===== config.mk =====
export PLATFORM = sky130hd
export DESIGN_NAME = prim_mst_ram
export DESIGN_NICKNAME = d
export VERILOG_FILES = /design/src/rtl/prim_mst_ram.sv
export SDC_FILE = /design/constraint.sdc
export NUM_CORES = 2
export LEC_CHECK = 0
export BUFFER_PORTS_ARGS = -buffer_cell sky130_fd_sc_hd__buf_2
export CAP_MARGIN = 20
export CORE_MARGIN = 2
export CORE_UTILIZATION = 29
export DETAILED_ROUTE_END_ITERATION = 16
export PLACE_DENSITY = 0.44
export SYNTH_ARGS = -nofsm -noshare
export SYNTH_HDL_FRONTEND = slang
export SYNTH_SLANG_ARGS = --single-unit

===== constraint.sdc =====
create_clock -name clk -period 2.9 [get_ports clk]
set_input_delay 0.29 -clock clk [delete_from_list [all_inputs] [get_ports clk]]
set_output_delay 0.29 -clock clk [all_outputs]
set_load 0.02 [all_outputs]

===== src/rtl/prim_mst_ram.sv =====
// Generic simple dual-port RAM: one write port, one registered read port.
// No dependencies.
module prim_mst_ram #(
    parameter int WIDTH = 16,
    parameter int DEPTH = 256
) (
    input  logic                     clk,
    input  logic                     we,
    input  logic [$clog2(DEPTH)-1:0] waddr,
    input  logic [WIDTH-1:0]         wdata,
    input  logic [$clog2(DEPTH)-1:0] raddr,
    output logic [WIDTH-1:0]         rdata
);
    logic [WIDTH-1:0] mem [DEPTH];
    logic [WIDTH-1:0] rdata_reg;

    always_ff @(posedge clk)
    begin
        if (we)
        begin
            mem[waddr] <= wdata;
        end
        rdata_reg <= mem[raddr];
    end

    assign rdata = rdata_reg;
endmodule


# [After elaboration in Yosys (flattened, before gate mapping)]
# Memory sizes are Yosys's and may differ from the RTL's. A register that Yosys moved wholly into a read port is not among the register bits.
# Index checks and enable logic that the tools add are counted.
[word_totals] reg_bits=0 ramBits=4096 inputBits=34 output_inout_bits=16 wordCells=3 mem_count=1
[memory_table] name="mem" depth=256 word_bits=16 read_ports=1 rd_clocked_by_memory_dff=1 wr=1 line="14" source="logic [WIDTH-1:0] mem [DEPTH];"
[classes] muxes=2
[op_table] op="1-bit two-way mux" count=2

# [Depth between registers and ports, before layout]
[logic_depth] ltp_word=2 mapped_depth=12 depth_no_buf=6

# [Worst setup path after synthesis]
# Ideal clock, no wire load.
[synth_timing] path_kind="input port to flip-flop" startpoint="input port waddr[3]" endpoint="memory mem[235][0] (enable)" arrival_time_ns=2.067 setup_slack_ns=0.445 cell_stages=6 path_cell_list="clkbuf_1 -> nor2b_1 -> clkbuf_1 -> nand4_1 -> clkbuf_1 -> nor2_1"
[synth_lines] element="from (decl)" line="9" source="input logic [$clog2(DEPTH)-1:0] waddr,"
[synth_lines] element="to (decl)" line="14"
# No word-level cell before the write port.

==> summary.md <==
| Metric | Value |
|---|---|
| Sequential area share after synthesis | `77.7%` |
| Initial Util | `29.1%` |
| Post-synth cell types | `52` |
| Initial antenna violation count | `40` |
| VDD IR max | `0.561 mV` |
| Highest Clock Rate | `364 MHz` |
| Yosys warning total | `0` |
| Syn-to-layout area delta | `20.9%` |
| Critical path depth in cells | `6` |
| Mean Syn Cell Area | `21.6 µm²` |
| Filler cell count | `50400` |
| Final hold vios | `0` |
| Crit path launch | `mem[23][15]` |
| H-tree lvl count | `5` |
| Top-count cell post-synth | `edfxtp_1` |
| Net count of the mapped netlist | `7394` |
| TritonCTS clock tree | `done` |
| Worst reg-to-reg setup slack | `0.15 ns` |
| Core area | `545000 µm²` |
| Die height | `744 µm` |
| Leading post-synthesis cells by cell area | `edfxtp_1, mux4_2, mux2i_1, o221ai_1, nor2_1` |
| Critical Path RT | `3.79 ns` |
| Routed wire length | `490 mm` |
| CTS sink cnt | `4112` |
| Min-delay worst type | `input pin to flop` |
| Clock latency on the worst-skew pair | `1.02 ns` |
| Post-synthesis register bit count | `4112` |
| Asr flop ratio synth | `0%` |
| Max clock buf depth | `4` |
| GR Overflow Total | `0` |
| Mux share of post-synthesis cell area | `15.5%` |
| Top delay family on crit path | `multiplexers` |
| Max-cap violations | `0` |
| Fin nets | `8605` |
| Sequential cell area | `123000 µm²` |
| Pin count of the biggest net entering global routing | `99` |
| Postcts setup bufs | `0` |
| Worst Setup EP | `rdata[15]` |
| Final Wtd Congestion | `0.820` |
| Residual DRC count | `0` |
| Most instantiated cells after synthesis | `edfxtp_1, mux4_2, mux2i_1` |
| Synth Area in Adders | `0%` |
| I/O pin count | `50` |
| Total design power | `129000 µW` |
| Critical Path AT | `3.64 ns` |
| R2r startpoint | `mem[23][15]` |
| Min Tclk post-route | `2.75 ns` |
| P_leak | `0.0615 µW` |
| Die width | `744 µm` |
| Vias per inst | `4.99` |
| Buf/Inv on CP | `1` |
| Status | `completed` |
| Worst-path maximum fanout | `1` |
| Slew Limit Fails | `0` |
| Number of synthesized flops with an enable pin | `4096` |
| IO Port Bufs | `49` |
| Final Core Density | `35.2%` |
| CP cell instances | `mux4_2 > mux4_2 > a22o_1 > o32ai_2 > buf_4 > nor4_1` |
| RSZ-0062 raised after global routing | `false` |
| Cells after Synth | `7360` |
| Critical path capture point type | `flop` |
| CP max stage delay | `0.60 ns` |
| Synth area leader | `edfxtp_1` |
| Mapped cell area | `159000 µm²` |
| Rel. slew slack | `18.7%` |
| R2R Path End | `rdata[15]` |
| Die area | `553000 µm²` |
| Area occupied by multi-input gates | `33300 µm²` |
| Share of cells above drive strength 1 | `32.6%` |
| Crit path kind | `flop to flop` |
| R2R depth | `6` |
| Num CTS Buffers | `439` |
| Synth Area in Compound Gates | `3.54%` |
| Worst path slowest cell | `mux4_2` |
| Post-synth top area share | `77.5%` |
| Clock Pin Slew Worst Setup and Hold Paths | `0.06 ns` |
| Main combinational cell family by area after synthesis | `multiplexers` |
| Rows | `271` |
| Final HPWL DP | `311 mm` |
| Worst slew pin tran | `1.22 ns` |
| Prevailing post-synth register cell | `edfxtp_1` |
| Worst setup SP type | `flop` |
| Routed len/inst | `30.3 µm` |
| Tcrit/Tclk final | `94.8%` |
| Initial DRC Count | `8661` |
| Synth Area in XOR/XNOR | `0%` |
| Endpoints failing setup | `0` |
| Max reg flops | `4096` |
| Most common cell on crit path | `mux4_2` |
| Post-Synth Simple-Gate Area | `1.57%` |
| Drt pass-1 iters | `5` |
| Vias in the first global route | `82800` |
| First-pass GRT wire length | `676 mm` |
| CTS root buffer | `clkbuf_16` |
| PwrDens | `674 nW/µm²` |
| DR vias | `80800` |
| Fin Clk Skew | `0.0621 ns` |
| Total Routing Usage GR | `17.3%` |
| Post-DRT Antenna Nets | `0` |
-- placed cells by master, fill, tap and decap left out, types with 17 or more instances in the layout --
cell type,n
a22o_1,32
nand3_1,26
buf_8,19
a211oi_1,18
nor2_1,127
o221ai_1,252
clkbuf_16,443
o22ai_1,148
a21oi_1,175
nor4_1,17
bufinv_16,47
a221oi_1,28
a22oi_1,43
clkbuf_1,82
edfxtp_1,4096
buf_12,198
o21ai_0,37
mux4_2,797
clkinv_2,80
buf_4,955
buf_2,29
nand4_1,26
mux2_2,88
nand2_1,37
mux2i_1,565
nor3_1,90
nor2_2,176
clkinv_1,116
-- logic make-up after synthesis --
| kind of cell | count (synthesis) |
|---|---|
| DFF | 4112 |
| muxes | 1450 |
| AOI/OAI and AO/OA | 786 |
| and+or+nand+nor | 556 |
| buffers and inverters | 456 |
-- per-stage QoR --
step	setup WS, ns	setup TNS, ns	instances	hold slack (ns)	cell area (µm²)
2_1_floorplan	0.445	0	7360	0.389	159000
3_3_place_gp	-1.25	-10.26	15300	0.742	177000
3_5_place_dp	-1.05	-8.45	15300	0.747	177000
4_1_cts	0.0866	0	16200	0.0442	192000
5_1_grt	0.145	0	16200	0.121	192000
6_report	0.149	0	16200	0.166	192000
-- report_power, final --
part           switching [µW]  leakage (µW)  internal (µW)  total, µW
sequential                130        0.0369          65500      65600
combinational            4620        0.0175           2890       7510
clock                   23800       0.00699          32300      56100
total                   28600        0.0615         101000     129000
-- per-layer routing --
metal  routed length [µm]  GRT usage (%)  vias up
met3                28300           2.83      577
li1                     -              -    33800
met2               232000           28.1     2448
met5                   52              0        -
met4                13000           4.32        8
met1               217000           24.3    43900
-- cell type report --
type | count | area share, %
Antenna cell | 8 | 0.0104
Timing Repair Buffer | 1222 | 6.13
Multi-Input combinational cell | 2792 | 17.4
Inverter | 4 | 0.0143
Clock buffer | 528 | 5.96
Tap cell | 7234 | 4.72
Sequential cell | 4112 | 64.3
Clock inverter | 289 | 1.52
-- worst register-to-register path: cells and delay by family (launching register included) --
family                 cells  cell delay (ns)
buffers and inverters      1             0.22
multiplexers               2             1.12
AND/OR/NAND/NOR            1             0.05
AO/OA/AOI/OAI              2             0.93
flip-flops                 1             0.36
-- worst min-delay path by stage --
stage              start      endpoint  slack, ns  cells past startpoint
2_1_floorplan   wdata[0]     mem[0][0]       0.39                      0
3_3_place_gp   wdata[12]   mem[78][12]       0.74                      1
3_5_place_dp   wdata[12]   mem[78][12]       0.75                      1
4_1_cts         waddr[1]  mem[167][10]       0.04                      4
5_1_grt         waddr[1]  mem[167][10]       0.12                      4
6_report        waddr[7]   mem[197][6]       0.17                      4
-- timing repair --
| action | 4_1_cts | 5_1_grt |
|---|---|---|
| hold endpoints to repair | 1352 | 0 |
| hold buffers | 16 | 0 |
| resized for setup | 1 | 0 |
| setup endpoints to repair | 1 | 0 |
Power figures use the tool's default switching activity.
