==> src/rtl/prim_mst_pkg.sv <==
// Shared types and codes for the Prim spanning tree engine.
// No dependencies; imported by prim_mst_cell and prim_minimum_spanning_tree.
package prim_mst_pkg;

    // Request command codes
    localparam logic CMD_LOAD = 1'b0;
    localparam logic CMD_RUN  = 1'b1;

    // Control broadcast from the sequencer to every vertex cell
    typedef struct packed {
        logic clear;   // start of a run: wipe key, parent and tree marks
        logic mark;    // move the vertex named by mark_idx into the tree
        logic relax;   // one matrix entry of the current row is on the bus
    } prim_mst_ctl_t;

endpackage

==> src/rtl/prim_mst_cell.sv <==
// One vertex cell: key, parent and tree mark, plus one stage of the
// minimum-search token chain. Depends on prim_mst_pkg.
module prim_mst_cell #(
    parameter int WEIGHT_BITS = 16,
    parameter int VERTEX_BITS = 4,
    parameter int CELL_INDEX  = 0
) (
    input  logic                          clk,
    input  logic                          rst_n,
    input  prim_mst_pkg::prim_mst_ctl_t   ctl,
    input  logic [VERTEX_BITS-1:0]        mark_idx,
    input  logic [VERTEX_BITS-1:0]        rel_src,
    input  logic [VERTEX_BITS-1:0]        rel_col,
    input  logic [WEIGHT_BITS-1:0]        rel_weight,
    input  logic                          tok_vld_in,
    input  logic                          tok_found_in,
    input  logic [VERTEX_BITS-1:0]        tok_idx_in,
    input  logic [WEIGHT_BITS-1:0]        tok_key_in,
    output logic                          tok_vld_out,
    output logic                          tok_found_out,
    output logic [VERTEX_BITS-1:0]        tok_idx_out,
    output logic [WEIGHT_BITS-1:0]        tok_key_out,
    output logic [WEIGHT_BITS-1:0]        key,
    output logic                          in_tree,
    output logic [VERTEX_BITS-1:0]        parent
);
    import prim_mst_pkg::*;

    localparam logic [VERTEX_BITS-1:0] MY_IDX = VERTEX_BITS'(CELL_INDEX);

    logic [WEIGHT_BITS-1:0] key_reg, key_next;
    logic                   kvld_reg, kvld_next;
    logic                   tree_reg, tree_next;
    logic [VERTEX_BITS-1:0] parent_reg, parent_next;
    logic                   tok_vld_reg, tok_vld_next;
    logic                   tok_found_reg, tok_found_next;
    logic [VERTEX_BITS-1:0] tok_idx_reg, tok_idx_next;
    logic [WEIGHT_BITS-1:0] tok_key_reg, tok_key_next;
    logic                   mark_hit, rel_hit, cand, take;
    prim_mst_ctl_t          ctl_q;

    assign ctl_q = ctl;

    always_comb
    begin
        mark_hit = ctl_q.mark && (mark_idx == MY_IDX);
        rel_hit  = ctl_q.relax && (rel_col == MY_IDX) && (rel_weight != '0) && !tree_reg
                   && (!kvld_reg || (rel_weight < key_reg));
        cand     = kvld_reg && !tree_reg;
        // strict compare keeps the lower index on equal keys
        take     = cand && (!tok_found_in || (key_reg < tok_key_in));

        key_next    = key_reg;
        kvld_next   = kvld_reg;
        tree_next   = tree_reg;
        parent_next = parent_reg;
        if (ctl_q.clear)
        begin
            tree_next   = mark_hit;
            kvld_next   = 1'b0;
            key_next    = '0;
            parent_next = '0;
        end
        else
        begin
            if (mark_hit)
            begin
                tree_next = 1'b1;
            end
            if (rel_hit)
            begin
                key_next    = rel_weight;
                kvld_next   = 1'b1;
                parent_next = rel_src;
            end
        end

        tok_vld_next   = tok_vld_in;
        tok_found_next = tok_found_in || cand;
        tok_idx_next   = take ? MY_IDX : tok_idx_in;
        tok_key_next   = take ? key_reg : tok_key_in;
    end

    always_ff @(posedge clk or negedge rst_n)
    begin
        if (!rst_n)
        begin
            kvld_reg    <= 1'b0;
            tree_reg    <= 1'b0;
            tok_vld_reg <= 1'b0;
        end
        else
        begin
            kvld_reg    <= kvld_next;
            tree_reg    <= tree_next;
            tok_vld_reg <= tok_vld_next;
        end
    end

    always_ff @(posedge clk)
    begin
        key_reg       <= key_next;
        parent_reg    <= parent_next;
        tok_found_reg <= tok_found_next;
        tok_idx_reg   <= tok_idx_next;
        tok_key_reg   <= tok_key_next;
    end

    assign tok_vld_out   = tok_vld_reg;
    assign tok_found_out = tok_found_reg;
    assign tok_idx_out   = tok_idx_reg;
    assign tok_key_out   = tok_key_reg;
    assign key           = key_reg;
    assign in_tree       = tree_reg;
    assign parent        = parent_reg;
endmodule

==> config.mk <==
export PLATFORM = sky130hd
export DESIGN_NAME = prim_mst_cell
export DESIGN_NICKNAME = d
export VERILOG_FILES = /design/src/rtl/prim_mst_pkg.sv /design/src/rtl/prim_mst_cell.sv
export SDC_FILE = /design/constraint.sdc
export NUM_CORES = 1
export LEC_CHECK = 0
export ABC_CLOCK_PERIOD_IN_PS = 4500
export BUFFER_PORTS_ARGS = -buffer_cell sky130_fd_sc_hd__clkbuf_2
export CORE_MARGIN = 1
export CORE_UTILIZATION = 50
export CTS_CLUSTER_DIAMETER = 40
export DETAILED_ROUTE_END_ITERATION = 10
export PLACE_DENSITY = 0.9
export SETUP_SLACK_MARGIN = 0.3
export SLEW_MARGIN = 20
export SYNTH_ARGS = -nofsm -noshare
export SYNTH_HDL_FRONTEND = slang
export SYNTH_SLANG_ARGS = --single-unit
==> constraint.sdc <==
create_clock -name clk -period 4.5 [get_ports clk]
set_input_delay 0.9 -clock clk [delete_from_list [all_inputs] [get_ports clk]]
set_output_delay 0.9 -clock clk [all_outputs]
set_load 0.1 [all_outputs]
* After elaboration in Yosys (flattened, before gate mapping)
Cells that the tools add are included.
Widths: inputs -> output; s select.
** Storage, ports and cells
- Bits in registers :: 44
- Output and inout port bits :: 43
** Operators by class
- Order comparisons :: 2
- Multiplexer cells :: 5
- Reductions and logical operators :: 18
** Operators by type and width (count)
- $lt 16x16->1 :: 2
- $mux 16 :: 1
- $reduce_bool 16->1 :: 1
- $logic_not 4->1 :: 2
- $logic_and 1x1->1 :: 7
- $mux 1 :: 4
- $reduce_bool 2->1 :: 2
- $logic_not 1->1 :: 3
- $logic_or 1x1->1 :: 3

* Logic depth before layout (Yosys ltp)
Gate-level depths: netlist of the first run.
- Word-level depth :: 7
- Depth in mapped cells :: 9
- Gate-level depth less buffers :: 8

* Worst setup path after synthesis of the first run
Ideal clock, no wire load.
- Kind :: reg-to-reg
- From :: register key_reg[2], in the netlist key[2]
- To :: register key_reg[0], in the netlist key[0]
- Arrival time :: 2737 ps
- Required time :: 4428 ps
- Slack :: 1691 ps
- Cell stages (with the launch flop) :: 10
- Path buffers :: 1
- Clock period less this slack :: 2809 ps
- Path through :: dfxtp_1 inv_1 ha_1 a211o_1 a31oi_1 o221ai_1 a221oi_1 o31a_1 buf_2 mux2i_1
** On the way
- Cells in the longest elaborated chain, start to end :: 3
** RTL lines
- start: declaration :: RTL line prim_mst_cell.sv:31 : logic [WEIGHT_BITS-1:0] key_reg, key_next;
- start signal: assignment :: RTL line prim_mst_cell.sv:102 : key_reg <= key_next;
- $lt 16x16->1 :: RTL line prim_mst_cell.sv:48 : && (!kvld_reg || (rel_weight < key_reg));
- $logic_or 1x1->1 :: RTL line prim_mst_cell.sv:48
- $logic_and 1x1->1 :: RTL line prim_mst_cell.sv:48
No other way between the ends.
A chain may end at the register's enable or synchronous reset.

* Worst setup path after layout of the first run
- From :: input port rel_weight[2]
- To :: register key_reg[2], in the netlist key[2]
** On the way
- Cells in the longest elaborated chain, start to end :: 4
- Elaborated cells between the ends (all ways) :: 6
- Those cells by class :: order compare: 1; reduce/logical: 5
** RTL lines
- start: declaration :: RTL line prim_mst_cell.sv:14 : input logic [WEIGHT_BITS-1:0] rel_weight,
- branches (longest 4 deep; another with $lt 16x16->1)
Parallel ways; which one is timed is not known.

==> impl_metrics.ini, run 1 <==
[route]
post_drt_wl_per_cell_um = 14.1
drt-total-wl_mm = 5.63
first_pass_iters = 7
vias = 2100
drtAntennaViolNets = 0
drt_iter0_markers = 110
drc_errors = 5
avgViaCountPerCell = 5.26

[floorplanning]
dieArea_mm2 = 0.00510
dieWidth_um = 71.4
fp.dieH_um = 71.4
start_util = 0.534
core_area_mm2 = 0.00450
rows = 24
io_pins = 98

[sta]
slew_violations = 0
setup_viol = 0
fin_ws_ns = 1.51
grt_setup_unrepaired = no
worst_hold_slack_ns = 0.374
hold_violations = 0
worst_slew_pin_slew_ns = 0.591
max_freq_mhz = 334
fin_setup_tns_ns = 0
finalCritPeriodShare = 0.665
finClkSkew_ns = 0.00741
min_period_ns = 2.99
max_slew_margin = 0.606

[clock_network]
htree_num_levels = 2
clkSinkCount = 44
clk_transition_reported_paths_ns = 0.08
worstSkewPairLatency_ns = 0.30
cts_hold_buffers = 0
cts_resized = 0
cts_root_buffer = clkbuf_8
cts_inserted_buffers = 5
max-clock-path-buffers = 2
post_cts_buffers = 0
tritoncts = done

[finish]
multi_input_area_mm2 = 0.00135
drive_above_1_share = 0.314
nets = 431
fillers = 375
fin_util = 0.670
area_delta_synth_final_pct = 25.4
num_antenna_cells = 0
seqCellArea_um2 = 896

[yosys]
yosysSeqAreaShare = 0.372
synth_ff_type = dfxtp_1
synthTopCellsByCount = nand2b_1 (43), dfxtp_1 (41), mux2i_1 (35)
syn_inst = 249
synth.distinct_cells = 29
synth_top_area_frac = 0.341
yosys_warnings = 0
synth_top_area_cell = dfxtp_1
async_flop_share = 0.0682
avgSynthCellArea_um2 = 9.67
ys_ff_latch = 44
syn_nets = 334
yosys-top-cells-area = dfxtp_1 (34%), ha_1 (16%), mux2i_1 (15%)
synth-edff-count = 0
netlist_area_mm2 = 0.00241
post-synth-top-count-cell = nand2b_1

[global_routing]
grt_pass1_wl_mm = 9.04
antenna_found_initial = 0
grt_usage = 0.232
grt_pass1_vias = 2106
grt_max_degree = 43
gr-total-overflow = 0

[outcome]
violations = design-rule violations
status = finished with violations

[setup_path]
required_ns = 4.73
critPathMaxFanout = 11
r2r_cells = 9
reg2reg_slack_ns = 1.76
worst_r2r_startpoint = key[2]
r2r-end = key[2]
arrival_ns = 3.22
crit_type = primary input to flop
end_kind = flop
startpoint_type = primary input

[power]
powerDensity_mw_per_mm2 = 298
leakagePower_nw = 1.54
total_power_w = 0.000901
ir_drop_v = 0.000149

[placed_design]
io_buffer_count = 97
dp_hpwl_mm = 4.45
place_ws_ns = 1.04
gp_congestion = 0.854

[run]
drv_cap = 0

[min_path]
min_path_type = primary input to asynchronous set/reset pin
==> worst max-delay path: stages <==
cell and delay (ns):
clkbuf_2 0.11, ha_1 0.31, a211o_1 0.25, a31oi_1 0.16
o221ai_1 0.15, a221oi_1 0.26, o31a_1 0.54, buf_4 0.33
mux2i_1 0.20
==> how the worst max path moves through the flow <==
| stage | startpoint | to | slack, ns | cells after the start |
|---|---|---|---|---|
| final | rel_weight[2] | key[2] | 1.51 | 9 |
| after global routing | rel_weight[2] | key[4] | 1.29 | 9 |
| after CTS | tok_key_in[6] | tok_key_out[0] | 1.35 | 8 |
| after detailed placement | tok_key_in[6] | tok_key_out[0] | 1.04 | 8 |
| after global placement | tok_key_in[6] | tok_key_out[0] | 1.09 | 8 |
| after floorplan | key[2] | key[0] | 1.69 | 9 |
==> stage by stage <==
stage                     cell area [um^2]  cells
after floorplan                       2410    249
after global placement                2920    391
after detailed placement              2920    391
after CTS                             3020    399
after global routing                  3020    399
final                                 3020    399
==> logic make-up (layout without fill, tap and decap cells) <==
| family | after synthesis | count (layout) | synth area share |
|---|---|---|---|
| AOI/OAI and AO/OA | 28 | 28 | 0.0738 |
| buffers and inverters | 40 | 138 | 0.0670 |
| adders and majority gates | 30 | 30 | 0.156 |
| and+or+nand+nor | 71 | 71 | 0.179 |
| muxes | 36 | 36 | 0.152 |
| DFF | 44 | 44 | 0.372 |
==> cell usage in the layout, fill, tap and decap left out, types with 2 or more instances in the layout <==
cell       n
clkbuf_2  97
a21o_1     3
dfxtp_1   41
and2_1     4
a211oi_1   2
nand3_1    2
o21ai_0    4
inv_1     32
nor4_1     6
and4_1     2
clkbuf_8   6
ha_1      30
nand4_1    6
nand2b_1  43
dfrtp_1    3
mux2i_1   35
clkinv_2   2
nand2_1    6
a21oi_1   12
==> final cells by class <==
class,count,area share
clock inverter,2,0.00332
multi-input combinational,165,0.448
inverter,32,0.0398
sequential,44,0.297
tap,52,0.0216
clock buffer,6,0.0274
timing repair buffer,98,0.163
==> per-layer routing <==
layer | wire [um] | global-route usage | vias up
met3 | 364 | 0.0605 | 17
met5 | 0 | 0 | -
met4 | 165 | 0.131 | 0
met1 | 2350 | 0.257 | 943
li1 | - | - | 1048
met2 | 2760 | 0.403 | 92
==> power breakdown <==
| group | leakage (nW) | switching, W | total (W) | internal [W] |
|---|---|---|---|---|
| Combinational | 1.11 | 0.000170 | 0.000230 | 0.0000598 |
| Clock | 0.0510 | 0.000137 | 0.000260 | 0.000123 |
| Sequential | 0.378 | 0.00000566 | 0.000411 | 0.000406 |
| Total | 1.54 | 0.000313 | 0.000901 | 0.000588 |
No activity file was read; power rests on OpenSTA's default activity.
==> inputs of run 2 (changes only) <==
- ABC_CLOCK_PERIOD_IN_PS: 4500 -> 2600
- CORE_UTILIZATION: 50 -> 44
- PLACE_DENSITY: 0.9 -> 0.85
- clock period: 4.5 -> 2.6 ns (I/O delays scaled with it)
==> impl_metrics.ini, run 2 (synthesized netlist as in run 1, its figures left out) <==
[sta]
hold_violations = 0
fin_setup_tns_ns = 0
worst_slew_pin_slew_ns = 0.591
setup_viol = 0
worst_hold_slack_ns = 0.333
finClkSkew_ns = 0.00876
min_period_ns = 2.20
slew_violations = 0
finalCritPeriodShare = 0.847
fin_ws_ns = 0.399
grt_setup_unrepaired = no
max_slew_margin = 0.606
max_freq_mhz = 454

[route]
drt-total-wl_mm = 5.87
drtAntennaViolNets = 0
post_drt_wl_per_cell_um = 13.8
drc_errors = 0
vias = 2117
avgViaCountPerCell = 4.98
drt_iter0_markers = 110
first_pass_iters = 4

[clock_network]
clk_transition_reported_paths_ns = 0.08
htree_num_levels = 2
worstSkewPairLatency_ns = 0.30
max-clock-path-buffers = 2
tritoncts = done
clkSinkCount = 44
cts_inserted_buffers = 5
cts_root_buffer = clkbuf_8

[power]
seqPwrFrac = 0.423
p_int_w = 0.00112
swShare = 0.329
powerDensity_mw_per_mm2 = 520
combPwrFrac = 0.245
p_switching_w = 0.000549
ir_drop_v = 0.000363
power_frac_clock = 0.332
leakagePower_nw = 1.61

[global_routing]
grt_max_degree = 43
grt_usage = 0.210
grt_pass1_vias = 2098
antenna_found_initial = 0
grt_pass1_wl_mm = 9.57
gr-total-overflow = 0

[setup_path]
crit_slowest_cell = o32a_1
cp_cell_sequence = clkbuf_2, inv_1, ha_1, or2_2, a21oi_1, or3_1, a211oi_1, o32a_1, buf_4, mux2_4
max_stage_delay_ns = 0.37
arrival_ns = 2.39
startpoint_type = primary input
crit_family = compound AO/OA/AOI/OAI gates
critPathMaxFanout = 3
crit_type = primary input to flop
end_kind = flop
required_ns = 2.79
worst-path-buf-inv = 3

[placed_design]
io_buffer_count = 97
place_area_mm2 = 0.00301
dp_hpwl_mm = 4.59
place_ws_ns = 0.0188
place_inst = 413
gp_congestion = 0.861

[finish]
area_delta_synth_final_pct = 33.2
num_antenna_cells = 0
design_area_mm2 = 0.00321
drive_above_1_share = 0.383
final_common_cell = clkbuf_2
fillers = 441
final_cell_mix = clkbuf_2 (97), nand2b_1 (43), mux2i_1 (35), inv_1 (31), ha_1 (29)
nets = 439
final_cells = 425

[floorplanning]
io_pins = 98
dieWidth_um = 76.0
fp.dieH_um = 76.0
core_area_mm2 = 0.00517
start_util = 0.465
dieArea_mm2 = 0.00577
rows = 26

[outcome]
status = finished, final reports clean

[min_path]
min_path_type = primary input to flop

[run]
drv_cap = 0
## run 2: cell count changes in the layout (fill, tap and decap cells not counted), sizes merged
cell,before,now
buf,1,8
bufinv,0,1
clkinv,2,1
dlygate4sd3,0,1
## run 2: final cells by class
type                    count  area [um^2]  share of cell area
inverters                  32          120              0.0375
clock inverters             2         38.8              0.0121
multi-input cells         165         1380               0.431
flip-flops and latches     44          933               0.291
clock buffers               6         82.6              0.0258
well taps                  70         87.6              0.0273
repair buffers            106          563               0.176
## run 2: stage by stage
step,power [W],utilization
after floorplan,0.00102,-
after global placement,0.00111,0.583
after detailed placement,0.00112,0.583
after CTS,0.00167,0.610
after global routing,0.00175,0.620
final,0.00167,0.620
## run 2: power by group through the flow
| stage | combinational (W) | sequential [W] | clock, W |
|---|---|---|---|
| 2_1_floorplan | 0.0000971 | 0.000923 | 0 |
| 4_1_cts | 0.000403 | 0.000707 | 0.000563 |
| 3_5_place_dp | 0.000398 | 0.000723 | 0 |
| 5_1_grt | 0.000431 | 0.000709 | 0.000611 |
| 6_report | 0.000408 | 0.000706 | 0.000554 |
| 3_3_place_gp | 0.000392 | 0.000721 | 0 |
## run 2: timing repair
item / in CTS / in global routing
cloned: 0 / 1
resized for setup: 0 / 10
buffers inserted: 1 / 1
hold endpoints to repair: 3 / 0
pin swaps: 1 / 2
hold buffers: 1 / 0
endpoints found under the setup margin: 1 / 20
## run 2: path summary, 6_finish.rpt
kind                               start        endpoint  slack, ns  depth (start not counted)
min in group asynchronous          rst_n         in_tree       0.54                          2
max                        tok_key_in[2]  tok_key_out[0]       0.40                         10
min                           tok_vld_in     tok_vld_out       0.33                          1
max in group asynchronous          rst_n     tok_vld_out       1.94                          2
max reg2reg                       key[6]  tok_key_out[0]       0.40                          7
min reg2reg                    parent[2]       parent[2]       0.48                          2
## run 2: per-layer routing
layer  part of all wire  up-vias  global-route usage
li1                   -     1067                   -
met1               0.43      960               0.241
met2               0.49       78               0.373
met3              0.057       12              0.0506
met4              0.026        0              0.0865
met5                  0        -                   0
==> inputs of run 3 (changes only) <==
- ABC_CLOCK_PERIOD_IN_PS: 2600 -> 1800
- clock period: 2.6 -> 1.8 ns (I/O delays scaled with it)
==> impl_metrics.ini, run 3 (synthesized netlist as in run 1, its figures left out) <==
[outcome]
status = finished with violations
violations = negative setup slack

[setup_path]
required_ns = 2.02
critPathMaxFanout = 6
reg2reg_slack_ns = -0.47
startpoint_type = flop
r2r_cells = 10
crit_type = flop to flop
end_kind = flop
cp_cell_sequence = inv_2, ha_2, a211o_1, a31oi_4, o221ai_2, a221oi_2, o31a_1, buf_6, buf_12, mux2i_4
arrival_ns = 2.49
crit_slowest_cell = dfxtp_4
max_stage_delay_ns = 0.38

[power]
powerDensity_mw_per_mm2 = 655
power_frac_clock = 0.330
seqPwrFrac = 0.400
p_int_w = 0.00171
p_switching_w = 0.000827
swShare = 0.326
leakagePower_nw = 1.92
ir_drop_v = 0.000376
combPwrFrac = 0.270

[clock_network]
clk_transition_reported_paths_ns = 0.09
max-clock-path-buffers = 2
htree_num_levels = 2
worstSkewPairLatency_ns = 0.30
tritoncts = done
cts_inserted_buffers = 5
clkSinkCount = 44
cts_root_buffer = clkbuf_8

[route]
avgViaCountPerCell = 5.09
drt_iter0_markers = 103
drc_errors = 0
drt-total-wl_mm = 7.47
drtAntennaViolNets = 0
vias = 2444
first_pass_iters = 4
post_drt_wl_per_cell_um = 15.6

[global_routing]
antenna_found_initial = 0
gr-total-overflow = 0
grt_usage = 0.249
grt_pass1_vias = 2461
grt_max_degree = 43
grt_pass1_wl_mm = 11.4

[run]
drv_cap = 0

[min_path]
min_path_type = primary input to flop
worstHoldPathCells = 1

[floorplanning]
start_util = 0.465
dieWidth_um = 76.0
fp.dieH_um = 76.0
core_area_mm2 = 0.00517
rows = 26
dieArea_mm2 = 0.00577
io_pins = 98

[finish]
drive_above_1_share = 0.502
final_cell_mix = clkbuf_2 (80), buf_4 (55), nand2b_1 (43), mux2i_1 (32), inv_1 (29)
area_delta_synth_final_pct = 61.0
fin_util = 0.749
final_cells = 480
nets = 494
final_common_cell = clkbuf_2
num_antenna_cells = 0

[placed_design]
gp_congestion = 0.872
place_inst = 466
dp_hpwl_mm = 5.19
io_buffer_count = 97

[sta]
setup_viol = 40
slew_violations = 0
min_period_ns = 2.27
worst_slew_pin_slew_ns = 0.610
fin_ws_ns = -0.474
max_freq_mhz = 440
hold_violations = 0
max_slew_margin = 0.593
grt_setup_unrepaired = yes
finalCritPeriodShare = 1.26
finClkSkew_ns = 0.00432
-- run 3: changes by cell type in the layout (fill, tap and decap cells not counted), moves of 4 or more --
cell,change
clkbuf_2,-17
clkbuf_4,+15
ha_1,-4
buf_4,+49
-- run 3: worst paths after layout --
path,start,endpoint
worst max register to register,key[1],key[5]
min in group asynchronous,rst_n,tok_vld_out
max in group asynchronous,rst_n,in_tree
worst max-delay path,key[1],key[5]
worst min register to register,parent[2],parent[2]
worst min-delay path,tok_vld_in,tok_vld_out
-- run 3: area by class of cell --
cell class,count,area [um^2]
multi-input combinational,165,1500
fill,350,1300
timing repair buffer,161,1100
sequential,44,942
inverter,32,123
clock buffer,7,96.3
tap,70,87.6
clock inverter,1,30.0
-- run 3: repair_timing --
item,in CTS,in global routing
endpoints found under the hold margin,3,0
gates cloned,1,0
hold buffers,1,0
pin swaps,3,6
setup buffers,2,2
resized for setup,34,19
endpoints found under the setup margin,57,42
-- run 3: per-layer routing --
layer  track usage  part of all wire
met1         0.279              0.40
met2         0.462              0.51
met3        0.0361             0.054
met4         0.117             0.035
met5             0                 0
-- run 3: per-stage QoR --
stage	worst slack, ns	setup TNS (ns)	area [um^2]	total power, W	hold slack (ns)
2_1_floorplan	-0.418	-12.95	2490	0.00147	0.0644
5_1_grt	-0.573	-19.39	3870	0.00264	0.168
3_5_place_dp	-0.573	-20.69	3470	0.00167	0.165
6_report	-0.474	-16.31	3870	0.00254	0.175
4_1_cts	-0.439	-14.19	3760	0.00252	0.173
3_3_place_gp	-0.480	-17.45	3470	0.00166	0.160
-- run 3: critical path: cells and delay by family, from the launching register on --
kind / cells / cell delay [ns]
AOI/OAI and AO/OA: 5 / 1.09
adders and majority gates: 1 / 0.16
buffers and inverters: 3 / 0.32
DFF: 1 / 0.38
muxes: 1 / 0.23
-- run 3: power groups by stage --
stage               sequential (W)  combinational [W]  clock, W
detailed placement         0.00104           0.000636         0
CTS                        0.00102           0.000658  0.000850
global placement           0.00104           0.000621         0
global route               0.00102           0.000719  0.000898
finish                     0.00102           0.000685  0.000838
floorplan                  0.00133           0.000143         0
